File: src/tcc_pkg.sv
package tcc_pkg;

	localparam int RING_DEPTH = 120;
	localparam int MAX_PERIOD = RING_DEPTH / 3;
	localparam int RIDX_W = $clog2(RING_DEPTH);
	localparam int RCNT_W = $clog2(RING_DEPTH + 1);
	localparam int PIDX_W = $clog2(MAX_PERIOD);
	localparam int PLEN_W = $clog2(MAX_PERIOD + 1);
	localparam int DIFF_W = 32;
	localparam int SUM_W = DIFF_W + RCNT_W;
	localparam int DIV_RAW = SUM_W + PLEN_W + 2;
	localparam int DIV_W = (DIV_RAW > 41) ? DIV_RAW : 41;
	localparam int CORR_W = 40;
	localparam int PTS_W = 40;
	localparam int CFG_IDX_W = 1;
	localparam int CFG_DATA_W = 16;

	localparam logic [CFG_IDX_W-1:0] REG_ZERO_THR = 1'd0;
	localparam logic [CFG_IDX_W-1:0] REG_REL_TOL = 1'd1;
	localparam logic [15:0] ZERO_THR_RST = 16'd3;
	localparam logic [13:0] REL_TOL_RST = 14'd100;
	localparam logic [13:0] TOL_SCALE = 14'd10000;

	typedef struct packed {
		logic              op;
		logic [PTS_W-1:0]  pts;
	} in_item_t;

	typedef struct packed {
		logic signed [CORR_W-1:0] correction;
		logic                     pattern_found;
		logic [5:0]               pattern_size;
	} out_item_t;

	typedef enum logic [5:0] {
		CMD_NOP, CMD_LATCH, CMD_FLUSH, CMD_FIRST, CMD_DIFF,
		CMD_C_INIT, CMD_C_RD, CMD_C_LD, CMD_C_NEW, CMD_C_REP, CMD_C_CMP,
		CMD_C_HIT, CMD_C_MISS, CMD_C_NEXT,
		CMD_P_INIT, CMD_P_READ, CMD_P_STEP, CMD_P_NEXTP, CMD_P_FOUND, CMD_P_NONE,
		CMD_A_START, CMD_A_READ, CMD_A_ACC, CMD_A_END, CMD_DIV_GO, CMD_A_STORE,
		CMD_K_ONE_RD, CMD_K_PHASE, CMD_K_READ, CMD_K_CMP, CMD_K_KEEP,
		CMD_R_INIT, CMD_R_READ, CMD_R_WRITE, CMD_R_DONE,
		CMD_S_INIT, CMD_S_READ, CMD_S_ACC, CMD_S_MUL, CMD_S_END, CMD_S_STORE,
		CMD_EMIT
	} cmd_t;

	typedef enum logic [5:0] {
		ST_IDLE, ST_DECODE, ST_DIFF,
		ST_C_INIT, ST_C_RD, ST_C_LD, ST_C_J, ST_C_CMP1, ST_C_CMP2, ST_C_NEXT,
		ST_P_INIT, ST_P_RD, ST_P_CMP,
		ST_A_START, ST_A_RD, ST_A_ACC, ST_A_DIV, ST_A_WAIT,
		ST_K_INIT, ST_K_ONE, ST_K_PH, ST_K_RD, ST_K_C1, ST_K_C2,
		ST_R_INIT, ST_R_RD, ST_R_WR, ST_R_DONE,
		ST_S_INIT, ST_S_RD, ST_S_ACC, ST_S_MUL, ST_S_SUB, ST_S_DIV, ST_S_WAIT,
		ST_EMIT
	} st_t;

	typedef struct packed {
		logic is_flush;
		logic first;
		logic ring_full;
		logic j_end;
		logic hit;
		logic i_last;
		logic p_done;
		logic cls_eq;
		logic p_last;
		logic base_end;
		logic div_busy;
		logic a_last;
		logic k_skip;
		logic n_one;
		logic one_small;
		logic k_last;
		logic r_end;
		logic s_end;
		logic out_free;
	} stat_t;

endpackage

File: src/tcc_ctrl.sv
module tcc_ctrl
	import tcc_pkg::*;
(
	input  logic  clk,
	input  logic  arst_n,
	input  logic  in_valid,
	output logic  in_ready,
	input  stat_t stat,
	output cmd_t  cmd
);

	st_t state_q, state_nx;

	always_ff @(posedge clk or negedge arst_n) begin
		if (!arst_n)
			state_q <= ST_IDLE;
		else
			state_q <= state_nx;
	end

	always_comb begin
		state_nx = state_q;
		cmd = CMD_NOP;
		in_ready = 1'b0;
		case (state_q)
			ST_IDLE: begin
				in_ready = 1'b1;
				if (in_valid) begin
					cmd = CMD_LATCH;
					state_nx = ST_DECODE;
				end
			end
			ST_DECODE: begin
				if (stat.is_flush) begin
					cmd = CMD_FLUSH;
					state_nx = ST_EMIT;
				end else if (stat.first) begin
					cmd = CMD_FIRST;
					state_nx = ST_EMIT;
				end else
					state_nx = ST_DIFF;
			end
			ST_DIFF: begin
				cmd = CMD_DIFF;
				state_nx = stat.ring_full ? ST_C_INIT : ST_EMIT;
			end
			ST_C_INIT: begin
				cmd = CMD_C_INIT;
				state_nx = ST_C_RD;
			end
			ST_C_RD: begin
				cmd = CMD_C_RD;
				state_nx = ST_C_LD;
			end
			ST_C_LD: begin
				cmd = CMD_C_LD;
				state_nx = ST_C_J;
			end
			ST_C_J: begin
				if (stat.j_end) begin
					cmd = CMD_C_NEW;
					state_nx = ST_C_NEXT;
				end else begin
					cmd = CMD_C_REP;
					state_nx = ST_C_CMP1;
				end
			end
			ST_C_CMP1: begin
				cmd = CMD_C_CMP;
				state_nx = ST_C_CMP2;
			end
			ST_C_CMP2: begin
				if (stat.hit) begin
					cmd = CMD_C_HIT;
					state_nx = ST_C_NEXT;
				end else begin
					cmd = CMD_C_MISS;
					state_nx = ST_C_J;
				end
			end
			ST_C_NEXT: begin
				cmd = CMD_C_NEXT;
				state_nx = stat.i_last ? ST_P_INIT : ST_C_RD;
			end
			ST_P_INIT: begin
				cmd = CMD_P_INIT;
				state_nx = ST_P_RD;
			end
			ST_P_RD: begin
				if (stat.p_done) begin
					cmd = CMD_P_FOUND;
					state_nx = ST_A_START;
				end else begin
					cmd = CMD_P_READ;
					state_nx = ST_P_CMP;
				end
			end
			ST_P_CMP: begin
				if (stat.cls_eq) begin
					cmd = CMD_P_STEP;
					state_nx = ST_P_RD;
				end else if (stat.p_last) begin
					cmd = CMD_P_NONE;
					state_nx = ST_K_INIT;
				end else begin
					cmd = CMD_P_NEXTP;
					state_nx = ST_P_RD;
				end
			end
			ST_A_START: begin
				cmd = CMD_A_START;
				state_nx = ST_A_RD;
			end
			ST_A_RD: begin
				if (stat.base_end) begin
					cmd = CMD_A_END;
					state_nx = ST_A_DIV;
				end else begin
					cmd = CMD_A_READ;
					state_nx = ST_A_ACC;
				end
			end
			ST_A_ACC: begin
				cmd = CMD_A_ACC;
				state_nx = ST_A_RD;
			end
			ST_A_DIV: begin
				cmd = CMD_DIV_GO;
				state_nx = ST_A_WAIT;
			end
			ST_A_WAIT: begin
				if (!stat.div_busy) begin
					cmd = CMD_A_STORE;
					state_nx = stat.a_last ? ST_K_INIT : ST_A_START;
				end
			end
			ST_K_INIT: begin
				if (stat.k_skip)
					state_nx = ST_R_INIT;
				else if (stat.n_one) begin
					cmd = CMD_K_ONE_RD;
					state_nx = ST_K_ONE;
				end else
					state_nx = ST_K_PH;
			end
			ST_K_ONE: state_nx = stat.one_small ? ST_R_INIT : ST_K_PH;
			ST_K_PH: begin
				cmd = CMD_K_PHASE;
				state_nx = ST_K_RD;
			end
			ST_K_RD: begin
				cmd = CMD_K_READ;
				state_nx = ST_K_C1;
			end
			ST_K_C1: begin
				cmd = CMD_K_CMP;
				state_nx = ST_K_C2;
			end
			ST_K_C2: begin
				if (stat.hit) begin
					cmd = CMD_K_KEEP;
					state_nx = stat.k_last ? ST_S_INIT : ST_K_RD;
				end else
					state_nx = ST_R_INIT;
			end
			ST_R_INIT: begin
				cmd = CMD_R_INIT;
				state_nx = ST_R_RD;
			end
			ST_R_RD: begin
				if (stat.r_end)
					state_nx = ST_R_DONE;
				else begin
					cmd = CMD_R_READ;
					state_nx = ST_R_WR;
				end
			end
			ST_R_WR: begin
				cmd = CMD_R_WRITE;
				state_nx = ST_R_RD;
			end
			ST_R_DONE: begin
				cmd = CMD_R_DONE;
				state_nx = ST_EMIT;
			end
			ST_S_INIT: begin
				cmd = CMD_S_INIT;
				state_nx = ST_S_RD;
			end
			ST_S_RD: begin
				if (stat.s_end)
					state_nx = ST_S_MUL;
				else begin
					cmd = CMD_S_READ;
					state_nx = ST_S_ACC;
				end
			end
			ST_S_ACC: begin
				cmd = CMD_S_ACC;
				state_nx = ST_S_RD;
			end
			ST_S_MUL: begin
				cmd = CMD_S_MUL;
				state_nx = ST_S_SUB;
			end
			ST_S_SUB: begin
				cmd = CMD_S_END;
				state_nx = ST_S_DIV;
			end
			ST_S_DIV: begin
				cmd = CMD_DIV_GO;
				state_nx = ST_S_WAIT;
			end
			ST_S_WAIT: begin
				if (!stat.div_busy) begin
					cmd = CMD_S_STORE;
					state_nx = ST_EMIT;
				end
			end
			ST_EMIT: begin
				if (stat.out_free) begin
					cmd = CMD_EMIT;
					state_nx = ST_IDLE;
				end
			end
			default: state_nx = ST_IDLE;
		endcase
	end

endmodule

File: config.mk
export PLATFORM = sky130hd
export DESIGN_NAME = tcc_ctrl
export DESIGN_NICKNAME = d
export VERILOG_FILES = /design/src/tcc_pkg.sv /design/src/tcc_ctrl.sv
export SDC_FILE = /design/constraint.sdc
export NUM_CORES = 1
export LEC_CHECK = 0
export BUFFER_PORTS_ARGS = -buffer_cell sky130_fd_sc_hd__buf_4
export CORE_AREA = 8 8 69 71
export DETAILED_ROUTE_END_ITERATION = 8
export DIE_AREA = 0 0 77 79
export PLACE_DENSITY = 0.66
export SYNTH_ARGS = -nofsm -noshare
export SYNTH_HDL_FRONTEND = slang
export SYNTH_SLANG_ARGS = --single-unit
File: constraint.sdc
create_clock -name clk -period 2.6 [get_ports clk]
set_input_delay 0.65 -clock clk [delete_from_list [all_inputs] [get_ports clk]]
set_output_delay 0.65 -clock clk [all_outputs]
set_load 0.01 [all_outputs]
### Word-level counts from Yosys, hierarchy flattened

Index checks and enable logic that the tools add are counted.

| cells by class | value |
|---|---|
| multiply operators | 0 |
| bitwise gates (word level) | 0 |
| eq/ne operators | 39 |
| shift-type cells | 0 |
| magnitude comparators | 0 |
| muxes and demuxes | 42 |
| add/subtract/negate cells | 0 |
| reduce and logical (&&, ||, !) cells | 6 |
| divide/modulo/power cells | 0 |

Operator list:

| cell | count |
|---|---|
| 6-bit one-hot mux with 34 select lines | 1 |
| 6-bit one-hot mux with 33 select lines | 1 |
| 6-bit by 5-bit equality test with 1-bit output, second input constant | 16 |
| 6-bit 2-to-1 mux | 11 |
| 6-bit by 4-bit equality test with 1-bit output, second input constant | 8 |
| 5-bit 2-to-1 mux | 9 |
| 4-bit 2-to-1 mux | 7 |
| 6-bit by 3-bit equality test with 1-bit output, second input constant | 4 |
| 6-bit equality test, second input constant | 4 |
| 6-bit by 2-bit equality test with 1-bit output, second input constant | 2 |
| 2-bit 2-to-1 mux | 5 |
| 2-bit != test, second input constant | 4 |
| 2-bit OR reduction | 4 |
| 6-bit by 1-bit equality test with 1-bit output, second input constant | 1 |
| 6-bit zero test | 1 |
| 1-bit 2-to-1 mux | 6 |
| 3-bit 2-to-1 mux | 2 |
| 4-bit AND reduction | 1 |

| storage, ports and cells | value |
|---|---|
| bits in read-only memories | 0 |
| memories kept | 0 |
| word-level logic and storage cells | 88 |
| latch bits | 0 |
| output and inout port bits | 7 |
| flip-flop bits (word level) | 6 |
| bits of input ports | 22 |
| memory bits (writable) | 0 |

### Logic depth before layout (Yosys ltp)

| depth | value |
|---|---|
| depth after elaboration | 3 |
| mapped depth | 8 |
| depth with buffers taken out | 5 |

### Worst setup path after synthesis

Ideal clock, no wire load.

| timing path | value |
|---|---|
| path kind | input to output |
| from | input stat[14] (netlist name) |
| to | output cmd[0] |
| required time | 1950 ps |
| buffers on the path | 1 |
| slack | 346 ps |
| data arrival time | 1604 ps |
| stages | 5 |
| cell sequence | clkbuf_1 > o2111ai_1 > a2111oi_0 > a21oi_1 > nand4_1 |

| on the way | value |
|---|---|
| cells in the longest elaborated chain, start to end | 2 |

RTL lines:

| item | line | RTL |
|---|---|---|
| start: declaration | tcc_ctrl.sv:8 | `input stat_t stat,` |
| 3-bit 2-to-1 mux | tcc_ctrl.sv:73 | `if (stat.hit) begin` |
| 6-bit one-hot mux with 34 select lines | tcc_ctrl.sv:25 | `case (state_q)` |
| end: declaration | tcc_ctrl.sv:9 | `output cmd_t cmd` |

Every way passes these cells.

### Worst setup path after layout

| timing path | value |
|---|---|
| from | register state_q[0] |
| to | output cmd[1] |

| on the way | value |
|---|---|
| cells in the longest elaborated chain, start to end | 3 |
| elaborated cells between the ends (all ways) | 37 |
| classes of those cells | eq/ne (34); mux (1); reduce/logical (2) |

RTL lines:

| item | line | RTL |
|---|---|---|
| start: declaration | tcc_ctrl.sv:12 | `st_t state_q, state_nx;` |
| start signal: assignment | tcc_ctrl.sv:18 | `state_q <= state_nx;` |
| 6-bit equality test or 6-bit by 5-bit equality test with 1-bit output (tied branches) | tcc_ctrl.sv:25 |  |
| 2-bit OR reduction (no line) | - |  |
| 6-bit one-hot mux with 34 select lines * | tcc_ctrl.sv:25 |  |

Every way passes the cells marked *; elsewhere a longest branch is shown, timed or not.

==> reports/metrics.csv <==
metric;value;unit
largest net degree at the start of global routing;54;
met2 routed WL;2.68;mm
max FFs per register;6;
fin. max-slew vios;0;
Max-cap violations;0;
DR pass1 iterations;7;
count of routing violations after the opening detailed-route iteration;296;
Worst Tran Pin Value;550;ps
Hold/Removal Path Class;in -> async;
FF+latch count, synth;6;
DP Cell Count;298;
final design area excluding fillers;1930;um^2
power per cell area;1180;nW/um^2
Synth Net Count;254;
critical path launch point type;register;
number of clock buffers inserted by TritonCTS;3;
met3 wire length;386;um
FMAX;402;MHz
Post-Syn Area;1620;um^2
relative slew slack;62.9;%
Seq/Total Area, Yosys;9.26;%
EDFF count, synth;0;
HPWL Detailed;4.16;mm
status;complete, no violations;
insertion delay to the later sink of the worst-skew pair;220;ps
number of top-level pins;29;
final weighted congestion in routability-driven placement;0.962;
initial antenna violation count;0;
Layout Skew;0.465;ps
count of different cell masters after synthesis;68;
Final Hold Vio Count;0;
predominant post-synthesis flop cell;sky130_fd_sc_hd__dfrtp_1;
number of warnings issued by yosys;0;
count of non-filler cells in the finished layout;301;
count of endpoints failing setup in the final report;0;
die width;77;um
Starting Density;42.7;%
clk sinks;6;
largest fanout on the critical path;53;
arrival time worst endpoint;1830;ps
cell chosen for the clock root;sky130_fd_sc_hd__clkbuf_8;
post-place instance area;1850;um^2
number of global-route vias before repair;1773;
via count;1925;
peak supply drop;0.000434;V
vertical die dimension;79;um
number of design rule violations left after detail routing;0;
Setup TNS;0;ps
Synth Area per Inst;6.99;um^2
CTS Buffer Depth;2;
Setup CP Type;reg -> out;
kind of end point of the critical path;output pin;
level count of the clock H-tree;1;
ratio of final minimum period to clock period;95.6;%
Async SR Flop Fraction;100;%
detailed-route wire length on metal 1;2.57;mm
Data required, critical path;1950;ps
Die Outline Area;6080;um^2
layout net count;275;
biggest regs;state_q (6);
share of final-layout standard cells stronger than drive strength 1;27.1;%
hold buffer count at cts;0;
GR Util All Layers;18.1;%
TritonCTS clock tree;built;
P&R area growth vs syn;18.8;%
global-route wire length before repair;9.25;mm
routed wirelength normalized by instance count;19.1;um
Avg Vias per Cell;6.40;
# diodes;0;
synthesized netlist cell count;232;
largest register by flop count;state_q;
final wirelength;5.74;mm
uppermost layer routed;met4;
RSZ-0062 raised after global routing;no;
Port Buf Inserts;28;
cells resized by post-CTS repair;0;
layout filler cell count;420;
antenna-violating nets left;0;
minimum period implied by the final worst setup slack;2480;ps
Site Rows;23;
standby leakage power;0.000740;uW
area of the placeable core;3800;um^2
Post CTS Setup Buffer Count;0;
overall overflow remaining after global route;0;
clk slew on worst S/H paths;40;ps
[layout by cell type (no fill, tap or decap), types with 3 or more instances in the layout]
cell type,Yosys,routed
sky130_fd_sc_hd__nand2b_1,6,6
sky130_fd_sc_hd__o2111ai_1,3,3
sky130_fd_sc_hd__buf_12,0,3
sky130_fd_sc_hd__a21oi_1,16,16
sky130_fd_sc_hd__clkbuf_8,0,3
sky130_fd_sc_hd__nand3_1,7,7
sky130_fd_sc_hd__nor3_1,6,5
sky130_fd_sc_hd__a32oi_1,6,5
sky130_fd_sc_hd__and3_1,3,3
sky130_fd_sc_hd__o22ai_1,4,4
sky130_fd_sc_hd__nor2b_1,8,7
sky130_fd_sc_hd__dfrtp_1,6,4
sky130_fd_sc_hd__inv_1,5,5
sky130_fd_sc_hd__o211ai_1,3,3
sky130_fd_sc_hd__a31oi_1,5,5
sky130_fd_sc_hd__nand4_1,4,4
sky130_fd_sc_hd__nor4_1,3,3
sky130_fd_sc_hd__buf_4,8,38
sky130_fd_sc_hd__nand2_1,20,19
sky130_fd_sc_hd__o21ai_0,17,17
sky130_fd_sc_hd__nor3b_1,5,4
sky130_fd_sc_hd__nor2_1,23,23
[power by group]
group / switching [uW] / total [uW] / internal [uW]
Sequential: 64.1 / 200 / 136
Combinational: 1130 / 1930 / 801
Clock: 39.0 / 138 / 99.3
[critical path, stage by stage (launching register included)]
cell	delay [ps]
sky130_fd_sc_hd__dfrtp_1	380
sky130_fd_sc_hd__buf_12	190
sky130_fd_sc_hd__nor4bb_1	540
sky130_fd_sc_hd__a31oi_1	160
sky130_fd_sc_hd__o2111ai_1	150
sky130_fd_sc_hd__buf_4	170
[worst paths after layout]
check	cells after the start	slack, ps	to	start
max	5	120	cmd[1]	state_q[0]$_DFFE_PN0P_
min in group clk	3	700	state_q[4]$_DFFE_PN0P_	stat[7]
max in group asynchronous	1	2250	state_q[4]$_DFFE_PN0P_	arst_n
min	1	230	state_q[0]$_DFFE_PN0P_	arst_n
min reg2reg	2	730	state_q[5]$_DFFE_PN0P_	state_q[5]$_DFFE_PN0P_
max reg2reg	6	610	state_q[0]$_DFFE_PN0P_	state_q[2]$_DFFE_PN0P_
[layout make-up]
cell class	instances	area (um^2)	share of cell area [%]
clock buffer	3	41.3	2.14
inverter	6	22.5	1.17
multi-input combinational	194	1290	67.0
sequential	6	153	7.93
tap	50	62.6	3.25
timing repair buffer	42	357	18.5
[layer usage]
metal  vias up  track usage [%]
met2       102             29.1
met4         0             3.77
li1        920                -
met3        15             3.05
met1       888             24.9
met5         -                0
[stage by stage]
| stage | worst slack [ps] | util, % | power, uW | hold slack (ps) |
|---|---|---|---|---|
| detailed placement | 170 | 48.8 | 2060 | 461 |
| CTS | 6.78 | 49.9 | 2210 | 226 |
| finish | 115 | 50.7 | 2270 | 228 |
| global route | 9.23 | 50.7 | 2430 | 229 |
| floorplan | 346 | - | 1570 | 354 |
| global placement | 174 | 48.8 | 2080 | 460 |
[synth_stat cells, types with 3 or more instances]
library cell,count,share of area (%)
sky130_fd_sc_hd__a21oi_1,16,4.9
sky130_fd_sc_hd__nand2_1,20,4.6
sky130_fd_sc_hd__a31oi_1,5,1.9
sky130_fd_sc_hd__nor2b_1,8,3.1
sky130_fd_sc_hd__nor2_1,23,5.3
sky130_fd_sc_hd__o22ai_1,4,1.5
sky130_fd_sc_hd__clkbuf_1,3,0.69
sky130_fd_sc_hd__inv_1,5,1.2
sky130_fd_sc_hd__buf_4,8,3.7
sky130_fd_sc_hd__buf_2,8,2.5
sky130_fd_sc_hd__buf_6,6,4.2
sky130_fd_sc_hd__nand4_1,4,1.5
sky130_fd_sc_hd__o21ai_0,17,5.2
sky130_fd_sc_hd__nor4_1,3,1.2
sky130_fd_sc_hd__and3_1,3,1.2
sky130_fd_sc_hd__a32oi_1,6,3.2
sky130_fd_sc_hd__nor3b_1,5,2.3
sky130_fd_sc_hd__dfrtp_1,6,9.3
sky130_fd_sc_hd__nand2b_1,6,2.3
sky130_fd_sc_hd__nor3_1,6,1.9
sky130_fd_sc_hd__nand3_1,7,2.2
sky130_fd_sc_hd__o2111ai_1,3,1.6
sky130_fd_sc_hd__o211ai_1,3,1.4
[cell families (layout without fill, tap and decap cells)]
family | after synthesis | in the layout | synth area share (%)
compound gates | 81 | 81 | 35.8
xor+xnor | 2 | 2 | 1.08
buf+inv | 32 | 51 | 12.7
flops | 6 | 6 | 9.26
mux | 3 | 3 | 1.93
simple gates | 108 | 108 | 39.3
(Power assumes the default switching activity.)
